$ cat config.mk
export PLATFORM = sky130hd
export DESIGN_NAME = xxhash_style_byte_key_hash_top
export DESIGN_NICKNAME = d
export VERILOG_FILES = /design/src/hdl/xhbk_pkg.sv /design/src/hdl/xhbk_mix_unit.sv /design/src/hdl/xxhash_style_byte_key_hash_top.sv
export SDC_FILE = /design/constraint.sdc
export NUM_CORES = 2
export LEC_CHECK = 0
export ABC_AREA = 1
export BUFFER_PORTS_ARGS = -buffer_cell sky130_fd_sc_hd__buf_4
export CELL_PAD_IN_SITES_DETAIL_PLACEMENT = 1
export CELL_PAD_IN_SITES_GLOBAL_PLACEMENT = 1
export CORE_ASPECT_RATIO = 1.5
export CORE_MARGIN = 1.5
export CORE_UTILIZATION = 25
export DETAILED_ROUTE_END_ITERATION = 10
export PLACE_DENSITY_LB_ADDON = 0.1
export SLEW_MARGIN = 20
export SYNTH_ARGS = -nofsm -noshare
export SYNTH_HDL_FRONTEND = slang
export SYNTH_SLANG_ARGS = --single-unit
$ cat constraint.sdc
create_clock -name clk -period 10.15 [get_ports clk]
set_clock_uncertainty 0.15 [all_clocks]
set_input_delay 1.015 -clock clk [delete_from_list [all_inputs] [get_ports clk]]
set_output_delay 1.015 -clock clk [all_outputs]
set_load 0.01 [all_outputs]
$ cat src/hdl/xhbk_pkg.sv
package xhbk_pkg;

    // key length field and word position widths
    localparam int LENGTH_BITS = 16;
    localparam int LEN_W       = 16;
    localparam int POS_W       = LENGTH_BITS - 2;
    localparam int TBITS_W     = 6;
    localparam int WORD_W      = 32;

    // hash primes and reset seed
    localparam logic [WORD_W-1:0] PRIME1     = 32'd2654435761;
    localparam logic [WORD_W-1:0] PRIME2     = 32'd2246822519;
    localparam logic [WORD_W-1:0] PRIME3     = 32'd3266489917;
    localparam logic [WORD_W-1:0] PRIME4     = 32'd668265263;
    localparam logic [WORD_W-1:0] PRIME5     = 32'd374761393;
    localparam logic [WORD_W-1:0] SEED_RESET = 32'h9747b28c;

    // configuration register indexes
    localparam logic REG_HASH_SEED  = 1'b0;
    localparam logic REG_TABLE_BITS = 1'b1;

    // kind of mixing round
    typedef enum logic [1:0] {
        RND_LANE,
        RND_WORD,
        RND_BYTE
    } round_t;

    // operation of the shared multiplier
    typedef enum logic [2:0] {
        MIX_NONE,
        MIX_PRE,
        MIX_ROT,
        MIX_AV1,
        MIX_AV2
    } mix_op_t;

    typedef struct packed {
        mix_op_t op;
        round_t  rtype;
    } mix_cmd_t;

    // sequencer states
    typedef enum logic [3:0] {
        ST_IDLE,
        ST_BODY,
        ST_AFTER_LANE,
        ST_BYTES,
        ST_TWELVE,
        ST_END,
        ST_FIX,
        ST_R_PRE,
        ST_R_ROT,
        ST_R_WB,
        ST_AV1,
        ST_AV2,
        ST_AV3
    } state_t;

    function automatic logic [WORD_W-1:0] rotl32(input logic [WORD_W-1:0] x,
                                                 input logic [4:0] r);
        logic [5:0] back;
        back = 6'd32 - {1'b0, r};
        return (x << r) | (x >> back);
    endfunction

endpackage

$ cat src/hdl/xhbk_mix_unit.sv
module xhbk_mix_unit import xhbk_pkg::*;
(
    input  logic              clk,
    input  mix_cmd_t          cmd,
    input  logic [WORD_W-1:0] opnd,
    input  logic [WORD_W-1:0] acc,
    output logic [WORD_W-1:0] prod
);

    logic [WORD_W-1:0] prod_reg;
    logic [WORD_W-1:0] mul_a;
    logic [WORD_W-1:0] mul_b;
    logic [WORD_W-1:0] k_pre;
    logic [WORD_W-1:0] k_post;
    logic [4:0]        rot;
    logic              en;

    // round constants by kind
    always_comb
    begin
        case (cmd.rtype)
            RND_LANE:
            begin
                k_pre  = PRIME2;
                k_post = PRIME1;
                rot    = 5'd13;
            end
            RND_WORD:
            begin
                k_pre  = PRIME3;
                k_post = PRIME4;
                rot    = 5'd17;
            end
            RND_BYTE:
            begin
                k_pre  = PRIME5;
                k_post = PRIME1;
                rot    = 5'd11;
            end
            default:
            begin
                k_pre  = PRIME3;
                k_post = PRIME4;
                rot    = 5'd17;
            end
        endcase
    end

    // operand selection for the one multiplier
    always_comb
    begin
        en    = 1'b1;
        mul_a = opnd;
        mul_b = k_pre;
        case (cmd.op)
            MIX_PRE:
            begin
                mul_a = opnd;
                mul_b = k_pre;
            end
            MIX_ROT:
            begin
                mul_a = rotl32(acc + prod_reg, rot);
                mul_b = k_post;
            end
            MIX_AV1:
            begin
                mul_a = acc ^ (acc >> 15);
                mul_b = PRIME2;
            end
            MIX_AV2:
            begin
                mul_a = prod_reg ^ (prod_reg >> 13);
                mul_b = PRIME3;
            end
            default:
            begin
                en = 1'b0;
            end
        endcase
    end

    // registered low half of the product
    always_ff @(posedge clk)
    begin
        if (en)
        begin
            prod_reg <= mul_a * mul_b;
        end
    end

    assign prod = prod_reg;

endmodule

$ cat src/hdl/xxhash_style_byte_key_hash_top.sv
// Hashes a byte key that arrives as little-endian 32-bit words (first byte in
// bits 7:0), each word carrying the total key length, with an xxHash32-style
// scheme; on the word marked tlast one word comes out holding the 32-bit hash
// and the hash masked to the low table_bits bits (all 32 bits when table_bits
// is 32, zero when it is 0 or above 32). A key of zero length gives zero for
// both. All rounds run on one shared 32x32 multiplier with a registered
// product, two multiplies per round, under a small sequencer that takes one
// word at a time; each round runs its pre-multiply, rotate and write-back
// states, a tail of up to three bytes gets one round per byte, and the
// final word adds fixup, a rehash of the buffered words of a 12-byte key
// where needed, and avalanche, its result written once the output register
// is free. A finished result waits in an output register, so the next key
// is taken while it is still pending. Configuration writes (index 0 seed,
// index 1 table_bits) are taken at any clock edge and belong between keys.
module xxhash_style_byte_key_hash_top import xhbk_pkg::*;
(
    input  logic                clk,
    input  logic                rst_n,
    input  logic                s_tvalid,
    output logic                s_tready,
    input  logic [47:0]         s_tdata,   // key_word[31:0], key_length[47:32]
    input  logic                s_tlast,
    output logic                m_tvalid,
    input  logic                m_tready,
    output logic [63:0]         m_tdata,   // hash_value[31:0], table_index[63:32]
    input  logic                cfg_we,
    input  logic                cfg_index,
    input  logic [WORD_W-1:0]   cfg_data
);

    localparam logic [POS_W-1:0] POS_MAX = {POS_W{1'b1}};

    state_t               state_reg, state_next;
    state_t               ret_reg, ret_next;
    logic [WORD_W-1:0]    seed_reg;
    logic [TBITS_W-1:0]   tbits_reg;
    logic [WORD_W-1:0]    lane_reg [4];
    logic [WORD_W-1:0]    lane_next [4];
    logic [WORD_W-1:0]    rh_reg, rh_next;
    logic [WORD_W-1:0]    saved_reg [3];
    logic                 saved_we;
    logic [POS_W-1:0]     pos_reg, pos_next;
    logic [WORD_W-1:0]    w_reg, w_next;
    logic [LEN_W-1:0]     len_reg, len_next;
    logic                 last_reg, last_next;
    logic [POS_W-1:0]     p_reg, p_next;
    round_t               rtype_reg, rtype_next;
    logic                 tgt_rh_reg, tgt_rh_next;
    logic [1:0]           tgt_idx_reg, tgt_idx_next;
    logic [WORD_W-1:0]    opnd_reg, opnd_next;
    logic [1:0]           cnt_reg, cnt_next;
    logic [1:0]           lim_reg, lim_next;
    logic                 fin_reg, fin_next;
    logic                 out_valid_reg, out_valid_next;
    logic [WORD_W-1:0]    hash_out_reg, hash_out_next;
    logic [WORD_W-1:0]    idx_out_reg, idx_out_next;

    logic [WORD_W-1:0]    in_word;
    logic [LEN_W-1:0]     in_len;
    logic                 accept;
    mix_cmd_t             cmd;
    logic [WORD_W-1:0]    mix_acc;
    logic [WORD_W-1:0]    prod;
    logic [WORD_W-1:0]    comb3, comb4, len32;
    logic [LEN_W-1:0]     bw, p16, start16, rem;
    logic                 len_z, len_ge16, len_12;
    logic                 in_lane16, p_end16, early16;
    logic                 slot_free;
    logic [WORD_W-1:0]    hash_fin, mask;
    logic [WORD_W-1:0]    byte_sel, saved_sel;

    assign in_word  = s_tdata[31:0];
    assign in_len   = s_tdata[47:32];
    assign s_tready = (state_reg == ST_IDLE);
    assign accept   = s_tvalid && s_tready;

    assign m_tvalid = out_valid_reg;
    assign m_tdata  = {idx_out_reg, hash_out_reg};

    // shared multiplier
    assign mix_acc = (state_reg == ST_R_ROT && !tgt_rh_reg) ? lane_reg[tgt_idx_reg] : rh_reg;

    xhbk_mix_unit u_mix
    (
        .clk  (clk),
        .cmd  (cmd),
        .opnd (opnd_reg),
        .acc  (mix_acc),
        .prod (prod)
    );

    // key shape decode from the held word
    assign len32     = WORD_W'(len_reg);
    assign len_z     = (len_reg == '0);
    assign len_ge16  = (len_reg >= LEN_W'(16));
    assign len_12    = (len_reg == LEN_W'(12));
    assign bw        = {len_reg[LEN_W-1:4], 2'b00};
    assign p16       = LEN_W'(p_reg);
    assign start16   = LEN_W'({p_reg, 2'b00});
    assign rem       = len_reg - start16;
    assign in_lane16 = len_ge16 && (p16 < bw);
    assign p_end16   = (p16 == bw - LEN_W'(1));
    assign early16   = ((p16 + LEN_W'(1)) < bw);

    // lane combine
    assign comb3 = rotl32(lane_reg[0], 5'd1) + rotl32(lane_reg[1], 5'd7)
                 + rotl32(lane_reg[2], 5'd12);
    assign comb4 = comb3 + rotl32(lane_reg[3], 5'd18);

    // final xor shift and table mask
    assign hash_fin = prod ^ (prod >> 16);
    always_comb
    begin
        if (tbits_reg == '0 || tbits_reg > TBITS_W'(32))
        begin
            mask = '0;
        end
        else
        begin
            mask = {WORD_W{1'b1}} >> (TBITS_W'(32) - tbits_reg);
        end
    end

    assign slot_free = !out_valid_reg || m_tready;

    // tail operand picks
    always_comb
    begin
        case (cnt_reg)
            2'd0:    byte_sel = {24'd0, w_reg[7:0]};
            2'd1:    byte_sel = {24'd0, w_reg[15:8]};
            2'd2:    byte_sel = {24'd0, w_reg[23:16]};
            default: byte_sel = {24'd0, w_reg[31:24]};
        endcase
        case (cnt_reg)
            2'd0:    saved_sel = saved_reg[0];
            2'd1:    saved_sel = saved_reg[1];
            default: saved_sel = saved_reg[2];
        endcase
    end

    // sequencer next state and datapath updates
    always_comb
    begin
        state_next     = state_reg;
        ret_next       = ret_reg;
        lane_next      = lane_reg;
        rh_next        = rh_reg;
        pos_next       = pos_reg;
        w_next         = w_reg;
        len_next       = len_reg;
        last_next      = last_reg;
        p_next         = p_reg;
        rtype_next     = rtype_reg;
        tgt_rh_next    = tgt_rh_reg;
        tgt_idx_next   = tgt_idx_reg;
        opnd_next      = opnd_reg;
        cnt_next       = cnt_reg;
        lim_next       = lim_reg;
        fin_next       = fin_reg;
        saved_we       = 1'b0;
        out_valid_next = out_valid_reg && !m_tready;
        hash_out_next  = hash_out_reg;
        idx_out_next   = idx_out_reg;
        cmd.op         = MIX_NONE;
        cmd.rtype      = rtype_reg;

        case (state_reg)
            ST_IDLE:
            begin
                if (accept)
                begin
                    w_next    = in_word;
                    len_next  = in_len;
                    last_next = s_tlast;
                    p_next    = pos_reg;
                    fin_next  = 1'b0;
                    if (in_len != '0 && pos_reg == '0)
                    begin
                        lane_next[0] = seed_reg + PRIME1 + PRIME2;
                        lane_next[1] = seed_reg + PRIME2;
                        lane_next[2] = seed_reg;
                        lane_next[3] = seed_reg - PRIME1;
                        rh_next      = seed_reg + PRIME5 + WORD_W'(in_len);
                    end
                    if (s_tlast)
                    begin
                        pos_next = '0;
                    end
                    else if (pos_reg < POS_MAX)
                    begin
                        pos_next = pos_reg + POS_W'(1);
                    end
                    state_next = ST_BODY;
                end
            end

            ST_BODY:
            begin
                if (len_z)
                begin
                    state_next = ST_END;
                end
                else if (in_lane16 || (len_12 && p_reg < POS_W'(3)))
                begin
                    saved_we     = len_12;
                    rtype_next   = RND_LANE;
                    tgt_rh_next  = 1'b0;
                    tgt_idx_next = p_reg[1:0];
                    opnd_next    = w_reg;
                    ret_next     = ST_AFTER_LANE;
                    state_next   = ST_R_PRE;
                end
                else if (len_12 || start16 >= len_reg)
                begin
                    state_next = ST_END;
                end
                else if (rem >= LEN_W'(4))
                begin
                    rtype_next  = RND_WORD;
                    tgt_rh_next = 1'b1;
                    opnd_next   = w_reg;
                    ret_next    = ST_END;
                    state_next  = ST_R_PRE;
                end
                else
                begin
                    cnt_next   = 2'd0;
                    lim_next   = rem[1:0];
                    state_next = ST_BYTES;
                end
            end

            ST_AFTER_LANE:
            begin
                if (len_ge16 && p_end16)
                begin
                    rh_next    = comb4 + len32;
                    state_next = ST_END;
                end
                else if (len_12 && p_reg == POS_W'(2))
                begin
                    rh_next    = comb3 + len32;
                    cnt_next   = 2'd0;
                    lim_next   = 2'd3;
                    state_next = ST_TWELVE;
                end
                else
                begin
                    state_next = ST_END;
                end
            end

            // rehash the buffered words of a 12-byte key
            ST_TWELVE:
            begin
                if (cnt_reg < lim_reg)
                begin
                    rtype_next  = RND_WORD;
                    tgt_rh_next = 1'b1;
                    opnd_next   = saved_sel;
                    ret_next    = ST_TWELVE;
                    state_next  = ST_R_PRE;
                end
                else
                begin
                    state_next = fin_reg ? ST_AV1 : ST_END;
                end
            end

            // trailing bytes of a partial word
            ST_BYTES:
            begin
                if (cnt_reg < lim_reg)
                begin
                    rtype_next  = RND_BYTE;
                    tgt_rh_next = 1'b1;
                    opnd_next   = byte_sel;
                    ret_next    = ST_BYTES;
                    state_next  = ST_R_PRE;
                end
                else
                begin
                    state_next = ST_END;
                end
            end

            ST_END:
            begin
                if (!last_reg)
                begin
                    state_next = ST_IDLE;
                end
                else if (len_z)
                begin
                    if (slot_free)
                    begin
                        out_valid_next = 1'b1;
                        hash_out_next  = '0;
                        idx_out_next   = '0;
                        state_next     = ST_IDLE;
                    end
                end
                else
                begin
                    state_next = ST_FIX;
                end
            end

            // fixup on the last word, closing lanes left incomplete when the key ended early
            ST_FIX:
            begin
                fin_next = 1'b1;
                if (len_ge16 && early16)
                begin
                    rh_next    = comb4 + len32;
                    state_next = ST_AV1;
                end
                else if (len_12 && p_reg < POS_W'(2))
                begin
                    rh_next    = comb3 + len32;
                    cnt_next   = 2'd0;
                    lim_next   = p_reg[1:0] + 2'd1;
                    state_next = ST_TWELVE;
                end
                else
                begin
                    state_next = ST_AV1;
                end
            end

            ST_R_PRE:
            begin
                cmd.op     = MIX_PRE;
                state_next = ST_R_ROT;
            end

            ST_R_ROT:
            begin
                cmd.op     = MIX_ROT;
                state_next = ST_R_WB;
            end

            ST_R_WB:
            begin
                if (tgt_rh_reg)
                begin
                    rh_next = prod;
                end
                else
                begin
                    lane_next[tgt_idx_reg] = prod;
                end
                cnt_next   = cnt_reg + 2'd1;
                state_next = ret_reg;
            end

            ST_AV1:
            begin
                cmd.op     = MIX_AV1;
                state_next = ST_AV2;
            end

            ST_AV2:
            begin
                cmd.op     = MIX_AV2;
                state_next = ST_AV3;
            end

            ST_AV3:
            begin
                if (slot_free)
                begin
                    out_valid_next = 1'b1;
                    hash_out_next  = hash_fin;
                    idx_out_next   = hash_fin & mask;
                    state_next     = ST_IDLE;
                end
            end

            default:
            begin
                state_next = ST_IDLE;
            end
        endcase
    end

    // control and state registers
    always_ff @(posedge clk or negedge rst_n)
    begin
        if (!rst_n)
        begin
            state_reg     <= ST_IDLE;
            ret_reg       <= ST_IDLE;
            seed_reg      <= SEED_RESET;
            tbits_reg     <= TBITS_W'(32);
            lane_reg[0]   <= '0;
            lane_reg[1]   <= '0;
            lane_reg[2]   <= '0;
            lane_reg[3]   <= '0;
            rh_reg        <= '0;
            pos_reg       <= '0;
            last_reg      <= 1'b0;
            len_reg       <= '0;
            p_reg         <= '0;
            cnt_reg       <= '0;
            lim_reg       <= '0;
            fin_reg       <= 1'b0;
            rtype_reg     <= RND_WORD;
            tgt_rh_reg    <= 1'b1;
            tgt_idx_reg   <= '0;
            out_valid_reg <= 1'b0;
        end
        else
        begin
            state_reg     <= state_next;
            ret_reg       <= ret_next;
            lane_reg      <= lane_next;
            rh_reg        <= rh_next;
            pos_reg       <= pos_next;
            last_reg      <= last_next;
            len_reg       <= len_next;
            p_reg         <= p_next;
            cnt_reg       <= cnt_next;
            lim_reg       <= lim_next;
            fin_reg       <= fin_next;
            rtype_reg     <= rtype_next;
            tgt_rh_reg    <= tgt_rh_next;
            tgt_idx_reg   <= tgt_idx_next;
            out_valid_reg <= out_valid_next;
            if (cfg_we && cfg_index == REG_HASH_SEED)
            begin
                seed_reg <= cfg_data;
            end
            if (cfg_we && cfg_index == REG_TABLE_BITS)
            begin
                tbits_reg <= cfg_data[TBITS_W-1:0];
            end
        end
    end

    // payload registers
    always_ff @(posedge clk)
    begin
        w_reg        <= w_next;
        opnd_reg     <= opnd_next;
        hash_out_reg <= hash_out_next;
        idx_out_reg  <= idx_out_next;
        if (saved_we)
        begin
            saved_reg[p_reg[1:0]] <= w_reg;
        end
    end

endmodule

==> metrics.yaml <==
outcome:
  outcome: "finished clean"
placed_design:
  post_dp_cell_area_um2: 63800
  dp_hpwl_um: 279000
  place.gp.congestion: 1.01
  place_inst: 10500
  portBuffers: 152
  post-place-ws_ns: -0.809
critical_path:
  r2r-start: "tgt_idx_reg[0]"
  crit_required_ns: 10.47
  cp-start-kind: "flip-flop"
  cpPeakStageDelay_ns: 0.61
  crit_fanout: 7
  critical_path_cell_count: 54
  crit_slowest_cell: "fa_1"
  r2r_cells: 54
  arrival_ns: 10.26
  r2r_setup_slack_ns: 0.21
  critPathMostFrequentCell: "nand2_1"
  crit_start: "tgt_idx_reg[0]"
  crit_buf_inv: 17
  crit_family: "adder cells"
  worstSetupEndpointType: "flip-flop"
  critPathKind: "reg -> reg"
synthesis:
  synthAdderAreaFrac: 0.255
  synth-simple-area-share: 0.217
  synth_area_um2: 53700
  synth_top_family_by_area: "adder cells"
  synth_cell_types: 73
  ys_seq_area_frac: 0.265
  synthXorXnorAreaFrac: 0.0304
  synth-edff-count: 256
  muxShareOfSynthArea: 0.00671
  synth_warnings: 0
  synth_ff_type: "edfxtp_1"
  syn-instance-count: 6933
  async_flop_share: 0.505
  synth_compound_area_frac: 0.115
  syn-num-nets: 7839
  avgSynthCellArea_um2: 7.75
  synth_seq_cells: 517
clocking:
  numCtsBuffers: 66
  clk_pin_slew_worst_paths_ns: 0.06
  numClockSinks: 517
  clk_latency_ns: 0.73
  cts_root_buf: "clkbuf_16"
  cts_buffer_depth: 3
  h-tree-depth: 3
  ctsHoldBuffers: 0
  cts_tree: "built"
floorplan:
  io_pins: 153
  initial_core_util: 0.251
  dieArea_um2: 218000
  die_w_um: 381
  row_count: 208
  fp.dieH_um: 571
  fp.coreArea_um2: 214000
sta:
  fmax_mhz: 101
  grt_setup_unrepaired: "yes"
  setup_tns_ns: 0
  relSlewSlack: 0.191
  drv_slew: 0
  hold_viol_final: 0
  postLayoutSetupSlackWorst_ns: 0.209
  period_share: 0.979
  setup_viol: 0
  layout_min_cycle_time_ns: 9.94
  worstMarginPinSlew_ns: 1.21
route:
  ant_nets: 0
  dr.first_iter.drc_count: 2765
  route.detailed.drc: 0
  viasPerCell: 4.92
  vias: 52600
  wl_per_cell_um: 30.7
  drt_pass1_iterations: 5
  wl_um: 329000
finish:
  layout.cells.most_common_list: "1288 x nand2_1, 1255 x inv_1, 933 x buf_4"
  drive_above_1_share: 0.223
  fin_nets: 8717
  multi_input_area_um2: 35700
  fin_area_um2: 69000
  regArea_um2: 14200
  layout.cells.non_filler: 10700
  largest_reg_flops: 128
  nFillCells: 25700
  final_common_cell: "nand2_1"
  syn_to_final_growth_pct: 28.5
global_route:
  grt.overflow.total: 0
  grt_pass1_wl_um: 449000
  first_global_vias: 56800
  grt_max_degree: 134
  grt_antenna_before_repair: 9
  track_usage: 0.298
run:
  cap_violations: 0
hold_path:
  hold_class: "in -> async"
[final timing paths]
check,end
worst max-delay path,u_mix.prod[31]
worst min-delay path,state_reg[3]
worst max register to register,u_mix.prod[31]
worst min register to register,rh_reg[29]
max in group asynchronous,lane_reg[22]
min in group clk,rh_reg[29]
[cells in the mapped netlist, types with 12 or more instances]
cell type | n | area (um2)
nand2_1 | 1419 | 5330
inv_1 | 1296 | 4860
nor2_1 | 671 | 2520
fa_1 | 459 | 9190
nand3_1 | 418 | 2090
a21oi_1 | 380 | 1900
ha_1 | 360 | 4500
o21ai_0 | 280 | 1400
edfxtp_1 | 256 | 7690
dfrtp_1 | 242 | 6060
clkbuf_1 | 136 | 510
xor2_1 | 136 | 1190
nand4_1 | 86 | 538
o22ai_1 | 62 | 388
nor3_1 | 60 | 300
xnor2_1 | 47 | 412
a31oi_1 | 41 | 257
inv_2 | 39 | 146
o211ai_1 | 38 | 285
o21ai_1 | 38 | 190
or2_2 | 36 | 225
buf_2 | 34 | 170
mux2_2 | 32 | 360
nor4_1 | 29 | 181
o221ai_1 | 27 | 236
a22oi_1 | 19 | 143
dfstp_2 | 19 | 499
buf_1 | 18 | 67.6
a211oi_1 | 16 | 120
clkinv_1 | 16 | 60.1
nand2_2 | 15 | 93.8
o2111ai_1 | 14 | 123
o21a_1 | 14 | 105
o21ai_2 | 14 | 123
a32oi_1 | 13 | 114
a21o_1 | 12 | 90.1
o21bai_1 | 12 | 90.1
[metrics by stage]
stage / hold WS [ns] / util
floorplan: 0.291 / -
global placement: 0.312 / 0.298
detailed placement: 0.316 / 0.298
CTS: 0.137 / 0.314
global route: 0.147 / 0.323
finish: 0.124 / 0.323
[repair_timing]
action	4_1_cts	5_1_grt
pin swaps	47	147
cloned	1	3
buffers inserted	19	44
gates resized for setup	213	390
setup endpoints to repair	12	9
hold endpoints to repair	0	0
[layout make-up]
class	instances	area share
clock buffers	93	0.0266
diodes	6	0.000218
repair buffers	1007	0.117
clock inverters	27	0.00665
well taps	2835	0.0514
inverters	1352	0.0738
flip-flops and latches	517	0.206
multi-input cells	4867	0.518
[per-layer routing]
metal / vias up / track usage / part of all wire
met2: 1236 / 0.551 / 0.52
met5: - / 0 / 0.00013
met3: 662 / 0.0286 / 0.027
met1: 26700 / 0.296 / 0.34
li1: 24000 / - / -
met4: 8 / 0.259 / 0.11
[cells by family after synthesis]
logic type,count (synthesis)
compound gates,1050
xor+xnor,185
fa+ha+maj,819
buf+inv,1549
flops,517
mux,32
simple gates,2781
Power is left out: the tool's default activity adds up to more than one toggle a clock period on the data nets, which glitch-free logic cannot reach.
